## src/rtl/hte_pkg.sv

```systemverilog
// Shared types and constants for the table-driven encoder and byte packer.
package hte_pkg;

    localparam int SYMBOL_COUNT = 128;
    localparam int SYM_W        = $clog2(SYMBOL_COUNT);
    localparam int MAX_CODE_LEN = 24;
    localparam int CODE_W       = 24;
    localparam int LEN_W        = 5;
    localparam int CMD_W        = 2;
    localparam int CNT_W        = 3;
    localparam int PEND_W       = 7;
    localparam int OBUF_W       = 24;
    localparam int NB_W         = 2;

    typedef enum logic [CMD_W-1:0] {
        CMD_LOAD   = 2'd0,
        CMD_ENCODE = 2'd1,
        CMD_FLUSH  = 2'd2
    } t_cmd;

    typedef struct packed {
        logic [LEN_W-1:0]  len;
        logic [CODE_W-1:0] code;
    } t_entry;

    // Bytes produced by one transaction, first byte in the top eight bits.
    typedef struct packed {
        logic [NB_W-1:0]   nbytes;
        logic [OBUF_W-1:0] bytes;
    } t_pack_res;

endpackage

```

## src/rtl/huffman_table_encoder_packer.sv

```systemverilog
// An encode or flush passes through the table read register and input stage, then the
// three-byte output buffer, which presents its bytes; a busy buffer stalls the input.
// One transaction per cycle while each yields at most one byte and no output stall;
// a transaction with more bytes holds the single output port until its last is taken.
// Reset clears the bit accumulator and all valid flags; the code table is not cleared.
module huffman_table_encoder_packer (
    input  logic                         i_clk,
    input  logic                         i_rst_n,
    input  logic                         i_valid,
    output logic                         o_stall,
    input  logic [hte_pkg::CMD_W-1:0]    i_command,
    input  logic [hte_pkg::SYM_W-1:0]    i_symbol,
    input  logic [hte_pkg::CODE_W-1:0]   i_code_bits,
    input  logic [hte_pkg::LEN_W-1:0]    i_code_length,
    output logic                         o_valid,
    input  logic                         i_stall,
    output logic [7:0]                   o_out_byte,
    output logic                         o_last_byte
);
    import hte_pkg::*;

    logic             r_s1_valid;
    logic [CMD_W-1:0] r_s1_cmd;
    logic             w_accept;
    logic             w_fire;
    logic             w_take;
    logic             w_free;
    t_entry           w_entry;
    t_pack_res        w_res;

    assign w_take   = o_valid && !i_stall;
    assign w_fire   = r_s1_valid && w_free;
    assign o_stall  = r_s1_valid && !w_fire;
    assign w_accept = i_valid && !o_stall;

    always_ff @(posedge i_clk) begin
        if (!i_rst_n) begin
            r_s1_valid <= 1'b0;
        end else if (w_accept) begin
            r_s1_valid <= 1'b1;
        end else if (w_fire) begin
            r_s1_valid <= 1'b0;
        end
    end

    always_ff @(posedge i_clk) begin
        if (w_accept) begin
            r_s1_cmd <= i_command;
        end
    end

    hte_table u_table (
        .i_clk         (i_clk),
        .i_accept      (w_accept),
        .i_command     (i_command),
        .i_symbol      (i_symbol),
        .i_code_bits   (i_code_bits),
        .i_code_length (i_code_length),
        .o_entry       (w_entry)
    );

    hte_packer u_packer (
        .i_clk     (i_clk),
        .i_rst_n   (i_rst_n),
        .i_fire    (w_fire),
        .i_command (r_s1_cmd),
        .i_entry   (w_entry),
        .o_res     (w_res)
    );

    hte_out_buf u_out_buf (
        .i_clk   (i_clk),
        .i_rst_n (i_rst_n),
        .i_load  (w_fire),
        .i_res   (w_res),
        .i_take  (w_take),
        .o_free  (w_free),
        .o_valid (o_valid),
        .o_byte  (o_out_byte),
        .o_last  (o_last_byte)
    );

    a_stage_held: assert property (@(posedge i_clk) disable iff (!i_rst_n)
        (r_s1_valid && !w_fire) |=> (r_s1_valid && $stable(r_s1_cmd)))
        else $error("waiting transaction dropped from the input stage");

endmodule

```

## src/rtl/hte_table.sv

```systemverilog
// Code table memory with registered read port.
module hte_table (
    input  logic                       i_clk,
    input  logic                       i_accept,
    input  logic [hte_pkg::CMD_W-1:0]  i_command,
    input  logic [hte_pkg::SYM_W-1:0]  i_symbol,
    input  logic [hte_pkg::CODE_W-1:0] i_code_bits,
    input  logic [hte_pkg::LEN_W-1:0]  i_code_length,
    output hte_pkg::t_entry            o_entry
);
    import hte_pkg::*;

    t_entry           r_mem [SYMBOL_COUNT];
    t_entry           r_entry;
    t_entry           n_wr_entry;
    logic             w_in_range;
    logic             w_wr_en;

    always_comb begin
        w_in_range       = {1'b0, i_symbol} < (SYM_W + 1)'(SYMBOL_COUNT);
        w_wr_en          = i_accept && (t_cmd'(i_command) == CMD_LOAD) && w_in_range;
        n_wr_entry.code  = i_code_bits;
        if (i_code_length > LEN_W'(MAX_CODE_LEN)) begin
            n_wr_entry.len = LEN_W'(MAX_CODE_LEN);
        end else begin
            n_wr_entry.len = i_code_length;
        end
    end

    always_ff @(posedge i_clk) begin
        if (w_wr_en) begin
            r_mem[i_symbol] <= n_wr_entry;
        end
    end

    // Read only on accept so the entry holds while the transaction waits.
    always_ff @(posedge i_clk) begin
        if (i_accept) begin
            r_entry <= r_mem[i_symbol];
        end
    end

    assign o_entry = r_entry;

endmodule

```

## src/rtl/hte_packer.sv

```systemverilog
// Bit accumulator: merges a code with the pending bits and cuts whole bytes.
module hte_packer (
    input  logic                      i_clk,
    input  logic                      i_rst_n,
    input  logic                      i_fire,
    input  logic [hte_pkg::CMD_W-1:0] i_command,
    input  hte_pkg::t_entry           i_entry,
    output hte_pkg::t_pack_res        o_res
);
    import hte_pkg::*;

    logic [PEND_W-1:0] r_pb;
    logic [CNT_W-1:0]  r_cnt;
    logic [PEND_W-1:0] n_pb;
    logic [CNT_W-1:0]  n_cnt;

    logic [LEN_W-1:0]  w_len;
    logic [CODE_W-1:0] w_mask;
    logic [CODE_W-1:0] w_masked;
    logic [CODE_W-1:0] w_rev;
    logic [PEND_W-1:0] w_pb_al;
    logic [31:0]       w_word;
    logic [31:0]       w_rest;
    logic [5:0]        w_total;
    logic [NB_W-1:0]   w_nb;
    logic [CNT_W-1:0]  w_cnt_enc;
    t_pack_res         w_res;

    always_comb begin
        if (i_entry.len > LEN_W'(MAX_CODE_LEN)) begin
            w_len = LEN_W'(MAX_CODE_LEN);
        end else begin
            w_len = i_entry.len;
        end
        // A full-length code wraps the shift to zero and the mask to all ones.
        w_mask   = (CODE_W'(1) << w_len) - CODE_W'(1);
        w_masked = i_entry.code & w_mask;
        for (int i = 0; i < CODE_W; i++) begin
            w_rev[CODE_W-1-i] = w_masked[i];
        end

        // Earliest pending bit goes to bit 31, the code follows right after it.
        w_pb_al   = r_pb << (CNT_W'(PEND_W) - r_cnt);
        w_word    = {w_pb_al, 25'b0} | ({w_rev, 8'b0} >> r_cnt);
        w_total   = {3'b0, r_cnt} + {1'b0, w_len};
        w_nb      = w_total[4:3];
        w_cnt_enc = w_total[2:0];
        w_rest    = w_word << {w_nb, 3'b0};

        n_pb         = r_pb;
        n_cnt        = r_cnt;
        w_res.bytes  = w_word[31:8];
        w_res.nbytes = '0;
        case (t_cmd'(i_command))
            CMD_ENCODE: begin
                w_res.nbytes = w_nb;
                n_cnt        = w_cnt_enc;
                n_pb         = w_rest[31:25] >> (CNT_W'(PEND_W) - w_cnt_enc);
            end
            CMD_FLUSH: begin
                // The pending bits sit at the top of the word, zero padded below.
                w_res.bytes = {w_pb_al, 1'b0, 16'b0};
                if (r_cnt != '0) begin
                    w_res.nbytes = NB_W'(1);
                end
                n_cnt = '0;
                n_pb  = '0;
            end
            default: begin
            end
        endcase
    end

    always_ff @(posedge i_clk) begin
        if (!i_rst_n) begin
            r_pb  <= '0;
            r_cnt <= '0;
        end else if (i_fire) begin
            r_pb  <= n_pb;
            r_cnt <= n_cnt;
        end
    end

    assign o_res = w_res;

    a_flush_clears: assert property (@(posedge i_clk) disable iff (!i_rst_n)
        (i_fire && (t_cmd'(i_command) == CMD_FLUSH)) |=> (r_cnt == '0))
        else $error("pending count not cleared by flush");

    a_load_keeps_state: assert property (@(posedge i_clk) disable iff (!i_rst_n)
        (i_fire && (t_cmd'(i_command) == CMD_LOAD)) |=> ($stable(r_cnt) && $stable(r_pb)))
        else $error("table load disturbed the bit accumulator");

endmodule

```

## src/rtl/hte_out_buf.sv

```systemverilog
// Output buffer that holds up to three bytes of one transaction and hands them out one at a time.
module hte_out_buf (
    input  logic                        i_clk,
    input  logic                        i_rst_n,
    input  logic                        i_load,
    input  hte_pkg::t_pack_res          i_res,
    input  logic                        i_take,
    output logic                        o_free,
    output logic                        o_valid,
    output logic [7:0]                  o_byte,
    output logic                        o_last
);
    import hte_pkg::*;

    logic [OBUF_W-1:0] r_buf;
    logic [NB_W-1:0]   r_left;

    always_ff @(posedge i_clk) begin
        if (i_load) begin
            r_buf <= i_res.bytes;
        end else if (i_take) begin
            r_buf <= r_buf << 8;
        end
    end

    always_ff @(posedge i_clk) begin
        if (!i_rst_n) begin
            r_left <= '0;
        end else if (i_load) begin
            r_left <= i_res.nbytes;
        end else if (i_take) begin
            r_left <= r_left - NB_W'(1);
        end
    end

    assign o_valid = (r_left != '0);
    assign o_byte  = r_buf[OBUF_W-1 -: 8];
    assign o_last  = (r_left == NB_W'(1));
    assign o_free  = (r_left == '0) || ((r_left == NB_W'(1)) && i_take);

    a_no_overwrite: assert property (@(posedge i_clk) disable iff (!i_rst_n)
        i_load |-> o_free)
        else $error("output buffer loaded while bytes were still waiting");

    a_count_down: assert property (@(posedge i_clk) disable iff (!i_rst_n)
        (i_take && !i_load) |=> (r_left == $past(r_left) - NB_W'(1)))
        else $error("byte count did not step down on a taken byte");

endmodule
```

## config.mk

```make
export PLATFORM = sky130hd
export DESIGN_NAME = huffman_table_encoder_packer
export DESIGN_NICKNAME = d
export VERILOG_FILES = /design/src/rtl/hte_pkg.sv /design/src/rtl/huffman_table_encoder_packer.sv /design/src/rtl/hte_table.sv /design/src/rtl/hte_packer.sv /design/src/rtl/hte_out_buf.sv
export SDC_FILE = /design/constraint.sdc
export NUM_CORES = 2
export LEC_CHECK = 0
export BUFFER_PORTS_ARGS = -buffer_cell sky130_fd_sc_hd__buf_2
export CAP_MARGIN = 15
export CELL_PAD_IN_SITES_DETAIL_PLACEMENT = 0
export CELL_PAD_IN_SITES_GLOBAL_PLACEMENT = 1
export CORE_MARGIN = 5
export CORE_UTILIZATION = 59
export CTS_CLUSTER_SIZE = 12
export DETAILED_ROUTE_END_ITERATION = 8
export PLACE_DENSITY_LB_ADDON = 0.1
export SLEW_MARGIN = 40
export SYNTH_ARGS = -nofsm -noshare
export SYNTH_HDL_FRONTEND = slang
export SYNTH_SLANG_ARGS = --single-unit
```

## constraint.sdc

```tcl
create_clock -name i_clk -period 9.58 [get_ports i_clk]
set_input_delay 0.958 -clock i_clk [delete_from_list [all_inputs] [get_ports i_clk]]
set_output_delay 0.958 -clock i_clk [all_outputs]
set_load 0.01 [all_outputs]
```

# Yosys cells after proc, flatten, opt, wreduce, memory -nomap -nowiden
# Memory sizes are Yosys's and may differ from the RTL's. A register that Yosys moved wholly into a read port is not among the register bits.
# Index checks and enable logic that the tools add are counted.
dict set report totals {
  regBits 39
  ram_bits 3712
  input_bits 42
  output_inout_bits 11
  mem_count 1
}
# memory words width rd rd_clocked_by_memory_dff wr line_no
set memory_table {}
lappend memory_table {u_table.r_mem 128 29 1 1 1 hte_table.sv:13} ;# t_entry r_mem [SYMBOL_COUNT];
dict set report op_classes {
  add_sub_neg 5
  n_lt_le_gt_ge 2
  eq_ne 3
  n_shift 5
  mux 15
  bitwise 2
  reduce_logical 18
}
# op n
set ops {}
lappend ops {{2-to-1 mux 24 bit} 3}
lappend ops {{bitwise OR 32 bit} 1}
lappend ops {{left shift 32 x 5 -> 32 bit} 1}
lappend ops {{right shift 32 x 3 -> 32 bit} 1}
lappend ops {{AND 24 bit} 1}
lappend ops {{left shift 1 x 5 -> 24 bit (first input constant)} 1}
lappend ops {{subtractor 24 x 2 -> 24 bit (second input constant)} 1}
lappend ops {{case mux 7 bit (2 select lines)} 1}
lappend ops {{greater-than comparator 5 bit (second input constant)} 2}
lappend ops {{2-to-1 mux 5 bit} 2}
lappend ops {{nonzero test 2 bit} 4}
lappend ops {{left shift 7 x 3 -> 7 bit} 1}
lappend ops {{right shift 7 x 3 -> 7 bit} 1}
lappend ops {{logical AND 1 bit} 6}
lappend ops {{case mux 3 bit (2 select lines)} 1}
lappend ops {{subtractor 3 bit (first input constant)} 2}
lappend ops {{adder 3 x 5 -> 5 bit} 1}
lappend ops {{2-to-1 mux 1 bit} 5}
lappend ops {{equality test 2 x 1 -> 1 bit (second input constant)} 2}
lappend ops {{zero test 2 bit} 2}
lappend ops {{2-to-1 mux 2 bit} 2}
lappend ops {{case mux 2 bit (2 select lines)} 1}
lappend ops {{zero test 1 bit} 3}
lappend ops {{nonzero test 3 bit} 1}
lappend ops {{4 further kinds} 4}

# Logic depth before layout (Yosys ltp)
dict set report depth {
  word_depth 12
  depth_mapped 18
  mapped_depth_nobuf 13
}

# Modules after synthesis
# From an unflattened synthesis, not the netlist that was laid out.
dict set report hier_totals {
  hier_cells 9014
  hier_area_um2 147368.8
}
# module instances cells_per_inst area_each_um2 seq_area_each_um2
set by_module_without_submodules {}
lappend by_module_without_submodules {hte_table 1 8407 142728.1 112337.7}
lappend by_module_without_submodules {hte_packer 1 522 3325.7 200.2}
lappend by_module_without_submodules {hte_out_buf 1 77 1194.9 760.7}
lappend by_module_without_submodules {huffman_table_encoder_packer 1 8 120.1 80.1}

# Least setup slack after synthesis
# Ideal clock, no wire load.
dict set report synth_path {
  path_type {input-to-reg}
  startpoint {in i_stall}
  endpoint {mem u_table.r_mem[100][0] (netlist name), enable pin}
  arrival_time_ns 5.107
  path_slack_ns 4.058
  stages 8
  cell_sequence {inv_1 a21oi_1 and2_1 nor2b_1 nor3b_1 nand2_1 clkbuf_1 nor2_1}
}
dict set report synth_via {
  elab_chain_cells 12
}
# item line_no
set synth_lines {}
lappend synth_lines {{start: declaration} huffman_table_encoder_packer.sv:16} ;# input logic i_stall,
lappend synth_lines {{zero test 1 bit} huffman_table_encoder_packer.sv:31} ;# assign w_take = o_valid && !i_stall;
lappend synth_lines {{logical AND 1 bit} huffman_table_encoder_packer.sv:31}
lappend synth_lines {{logical AND 1 bit} hte_out_buf.sv:39} ;# assign o_free = (r_left == '0) || ((r_left == NB_W'(1)) && i_take);
lappend synth_lines {{logical OR 1 bit} hte_out_buf.sv:39}
lappend synth_lines {{logical AND 1 bit} huffman_table_encoder_packer.sv:32} ;# assign w_fire = r_s1_valid && w_free;
lappend synth_lines {{zero test 1 bit} huffman_table_encoder_packer.sv:33} ;# assign o_stall = r_s1_valid && !w_fire;
lappend synth_lines {{logical AND 1 bit} huffman_table_encoder_packer.sv:33}
lappend synth_lines {{named net o_stall} huffman_table_encoder_packer.sv:10} ;# output logic o_stall,
lappend synth_lines {{zero test 1 bit} huffman_table_encoder_packer.sv:34} ;# assign w_accept = i_valid && !o_stall;
lappend synth_lines {{logical AND 1 bit} huffman_table_encoder_packer.sv:34}
lappend synth_lines {{named net u_table.i_accept} hte_table.sv:4} ;# input logic i_accept,
lappend synth_lines {{logical AND 1 bit} hte_table.sv:21} ;# w_wr_en = i_accept && (t_cmd'(i_command) == CMD_LOAD) && w_in_range;
lappend synth_lines {{2-to-1 mux 1 bit} hte_table.sv:31} ;# if (w_wr_en) begin
lappend synth_lines {{2-to-1 mux 1 bit (implied by the code)} hte_table.sv:32} ;# r_mem[i_symbol] <= n_wr_entry;
lappend synth_lines {{end: declaration} hte_table.sv:13}
# The timed path passes the listed nets, and every way through them passes these cells.

# Final worst setup path
dict set report layout_path {
  startpoint {reg, netlist name u_table.o_entry[24]}
  endpoint {reg u_packer.r_pb[0]}
}
dict set report layout_via {
  elab_chain_cells 10
}
# item line_no
set layout_lines {}
lappend layout_lines {{greater-than comparator 5 bit} hte_packer.sv:30} ;# if (i_entry.len > LEN_W'(MAX_CODE_LEN)) begin
lappend layout_lines {{2-to-1 mux 5 bit *} hte_packer.sv:30}
lappend layout_lines {{left shift 1 x 5 -> 24 bit} hte_packer.sv:36} ;# w_mask = (CODE_W'(1) << w_len) - CODE_W'(1);
lappend layout_lines {{subtractor 24 x 2 -> 24 bit} hte_packer.sv:36}
lappend layout_lines {{AND 24 bit} hte_packer.sv:37} ;# w_masked = i_entry.code & w_mask;
lappend layout_lines {{right shift 32 x 3 -> 32 bit} hte_packer.sv:44} ;# w_word = {w_pb_al, 25'b0} | ({w_rev, 8'b0} >> r_cnt);
lappend layout_lines {{bitwise OR 32 bit} hte_packer.sv:44}
lappend layout_lines {{left shift 32 x 5 -> 32 bit} hte_packer.sv:48} ;# w_rest = w_word << {w_nb, 3'b0};
lappend layout_lines {{right shift 7 x 3 -> 7 bit *} hte_packer.sv:58} ;# n_pb = w_rest[31:25] >> (CNT_W'(PEND_W) - w_cnt_enc);
lappend layout_lines {{case mux 7 bit (2 select lines) *} hte_packer.sv:54} ;# case (t_cmd'(i_command))
lappend layout_lines {{end signal: assignment} hte_packer.sv:79} ;# r_pb <= n_pb;
lappend layout_lines {{end: declaration} hte_packer.sv:12} ;# logic [PEND_W-1:0] r_pb;
# Mark *: on every way between the ends. The rest lies on a longest branch, timed or not.
# A chain may end at the register's enable or synchronous reset.

==> results.txt <==
Fin. max-slew vios -> 0
Main area contributors after synthesis -> edfxtp_1, a22oi_1, a221oi_1
Syn-to-layout area delta -> 14.6%
Clock-pin slew on the worst setup and hold paths -> 0.06 ns
RSZ-0062 raised after global routing -> no
Drt drc -> 0
LEAKAGE -> 48.2 nW
Setup Skew -> 0.0898 ns
Hold endpoint -> r_s1_valid
Synth warn -> 0
EDFF count, synth -> 3767
Resized Gates After CTS -> 0
Total CTS buffers -> 387
Htree depth -> 5
R2R setup slack -> 4.96 ns
Clk_lat worst skew -> 1.01 ns
Hold-fix buffers, CTS -> 0
Global-route wire length before repair -> 609000 um
Dpl hpwl -> 271000 um
R2r startpoint -> u_table.o_entry[24]
# Max-Cap Violations -> 0
Via Count -> 82.0k
Min-delay worst type -> in2reg
Largest area contributor in the netlist -> edfxtp_1
Period minus WS final -> 4.62 ns
Slew @ Worst Pin -> 1.09 ns
XOR/XNOR Fraction of Synth Area -> 0.0252%
Vias per cell -> 7.28
Final period util -> 48.3%
Pre-antenna DRT Iters -> 6
Post-Synth Simple-Gate Area -> 2.64%
Post-synth cell types -> 92
WP data arrival -> 5.47 ns
Critical Path End Type -> register
Final GP Congestion -> 0.973
R2R cell count -> 13
Final hold violation count -> 0
Cells after Synth -> 7632
P per Cell Area -> 211 nW/um^2
Global router's overall resource usage -> 35.4%
Synthesized-area fraction occupied by adder cells -> 0.0539%
Hold Crit Depth -> 2
Initial antenna violation count -> 27
Hold path startpoint -> i_valid
Register bit total from synthesis -> 3780
Post-synthesis compound-gate area fraction -> 13.8%
Fill count -> 15.2k
Post-synthesis mux area share -> 0.260%
Vias in the first global route -> 77.2k
Fin Setup TNS -> 0 ns
Clock sink total -> 3780
Routed WL -> 439000 um
IO Pins -> 53
Grt total ovfl -> 0
Final-stage net count -> 7955
Sequential fraction of the synthesis area -> 81.4%
Synthesized Nets -> 7680
Initial DRC Count -> 13.1k
Core area -> 235000 sq um
Crit start category -> register
Prevailing post-synth register cell -> edfxtp_1
Share of cells above drive strength 1 -> 14.1%
Beginning of the critical path -> u_table.o_entry[24]
Initial Utilization -> 59.2%
Top cell type's share of synthesized area -> 81.2%
Setup CP Type -> reg2reg
Wire per inst -> 38.9 um
Slew margin rel. -> 26.7%
Pre-CTS setup slack -> 4.34 ns
Setup violations, final -> 0
Crit path max fanout -> 27
FP Rows -> 178
Mapped cell area -> 139000 sq um
# port buffers -> 52
Die area -> 246000 sq um
Clock Tree Root -> clkbuf_16
Fraction of registers with async set/reset -> 0%
Main combinational cell family by area after synthesis -> compound AO/OA/AOI/OAI gates
Clock buffer depth -> 4
Final ANT Viol Nets -> 0
Die Wd -> 496 um
Status -> completed
Worst Path Required -> 10.43 ns
FMAX -> 216 MHz
Postcts setup bufs -> 0
VDD IR max -> 183 uV
CTS tree -> built
Final WS setup -> 4.96 ns
Chip height -> 496 um
Mapped Avg Cell Area -> 18.2 sq um
Largest net degree at the start of global routing -> 113
R2r endpoint -> u_packer.r_pb[0]
==> synthesized netlist by cell type, types with 43 or more instances <==
master	n
a21oi_1	80
nor2_1	203
o211ai_1	43
nand4_1	170
buf_2	241
edfxtp_1	3767
a31oi_1	297
a22oi_1	1140
a221oi_1	367
o21ai_0	96
nand2_1	114
nor4_1	48
buf_1	98
nand3_1	59
clkbuf_1	201
a22o_1	367
==> critical path: stages (launching register included) <==
cell	delay, ns
edfxtp_1	0.55
buf_4	0.30
or3_4	0.43
or2_1	0.25
ha_2	0.37
or3b_2	0.56
o41a_1	0.40
a21oi_1	0.23
o311ai_0	0.16
o21ai_0	0.30
o221ai_1	0.26
a22o_1	0.28
mux2_2	0.27
o22ai_1	0.10
==> report_power, final <==
part	internal, mW	switching [mW]	total, mW
Clock	7.53	5.86	13.4
Combinational	0.478	1.46	1.94
Sequential	18.3	0.0721	18.4
==> cells by family after synthesis <==
logic type / after synthesis
compound gates: 2525
xor+xnor: 4
fa+ha+maj: 6
buf+inv: 575
flops: 3780
mux: 30
simple gates: 712
==> per-layer routing <==
metal	up-vias	part of all wire, %	wire length, um	global-route usage [%]
li1	33100	-	-	-
met2	5914	45	196000	51.6
met1	42100	37	163000	50.8
met4	14	5.4	23600	16.3
met3	892	13	56300	9.60
met5	-	0.020	87	0
==> state kept, by name, summed over array words and instances (netlist names) <==
name              count
u_table.r_mem      3712
u_table.o_entry      29
u_out_buf.r_buf      24
u_packer.r_pb         7
u_packer.r_cnt        3
r_s1_cmd              2
u_out_buf.r_left      2
r_s1_valid            1
==> cell type report <==
class	instances	area [sq um]	area share, %
repair buffers	443	6480	4.06
flip-flops and latches	3780	113000	71.0
diodes	21	52.6	0.0329
clock buffers	499	10200	6.41
well taps	3150	3940	2.47
clock inverters	82	534	0.335
inverters	18	67.6	0.0423
multi-input cells	3277	25000	15.6
==> how the worst max path moves through the flow <==
stage	end	slack (ns)	cells after the start
after floorplan	u_table.r_mem[100][0]	4.06	8
after global placement	u_table.r_mem[15][16]	3.97	10
after detailed placement	u_table.o_entry[18]	4.34	10
after CTS	u_packer.r_pb[0]	5.05	13
after global routing	u_packer.r_pb[0]	4.81	13
final	u_packer.r_pb[0]	4.96	13
==> placed cells by master (no fill, tap or decap), types with 75 or more instances in the layout <==
cell	instances
buf_16	97
nand4_1	170
clkbuf_16	392
edfxtp_1	3767
o21ai_0	87
clkbuf_1	105
nor2_4	130
nand2_1	97
buf_8	98
a22o_1	367
a21oi_1	75
a31oi_1	247
a221oi_1	367
a22oi_1	1140
buf_4	163
==> per-stage QoR <==
step / utilization [%] / power [mW] / cell area [sq um] / hold slack (ns) / std cells
after floorplan: - / 19.6 / 139000 / 0.456 / 7632
after global placement: 61.2 / 20.5 / 144000 / 0.480 / 10500
after detailed placement: 63.2 / 20.6 / 149000 / 0.485 / 10700
after CTS: 67.8 / 33.7 / 159000 / 0.190 / 11200
after global routing: 67.9 / 34.5 / 160000 / 0.223 / 11300
final: 67.9 / 33.7 / 160000 / 0.250 / 11300
No activity file was read; power rests on OpenSTA's default activity.
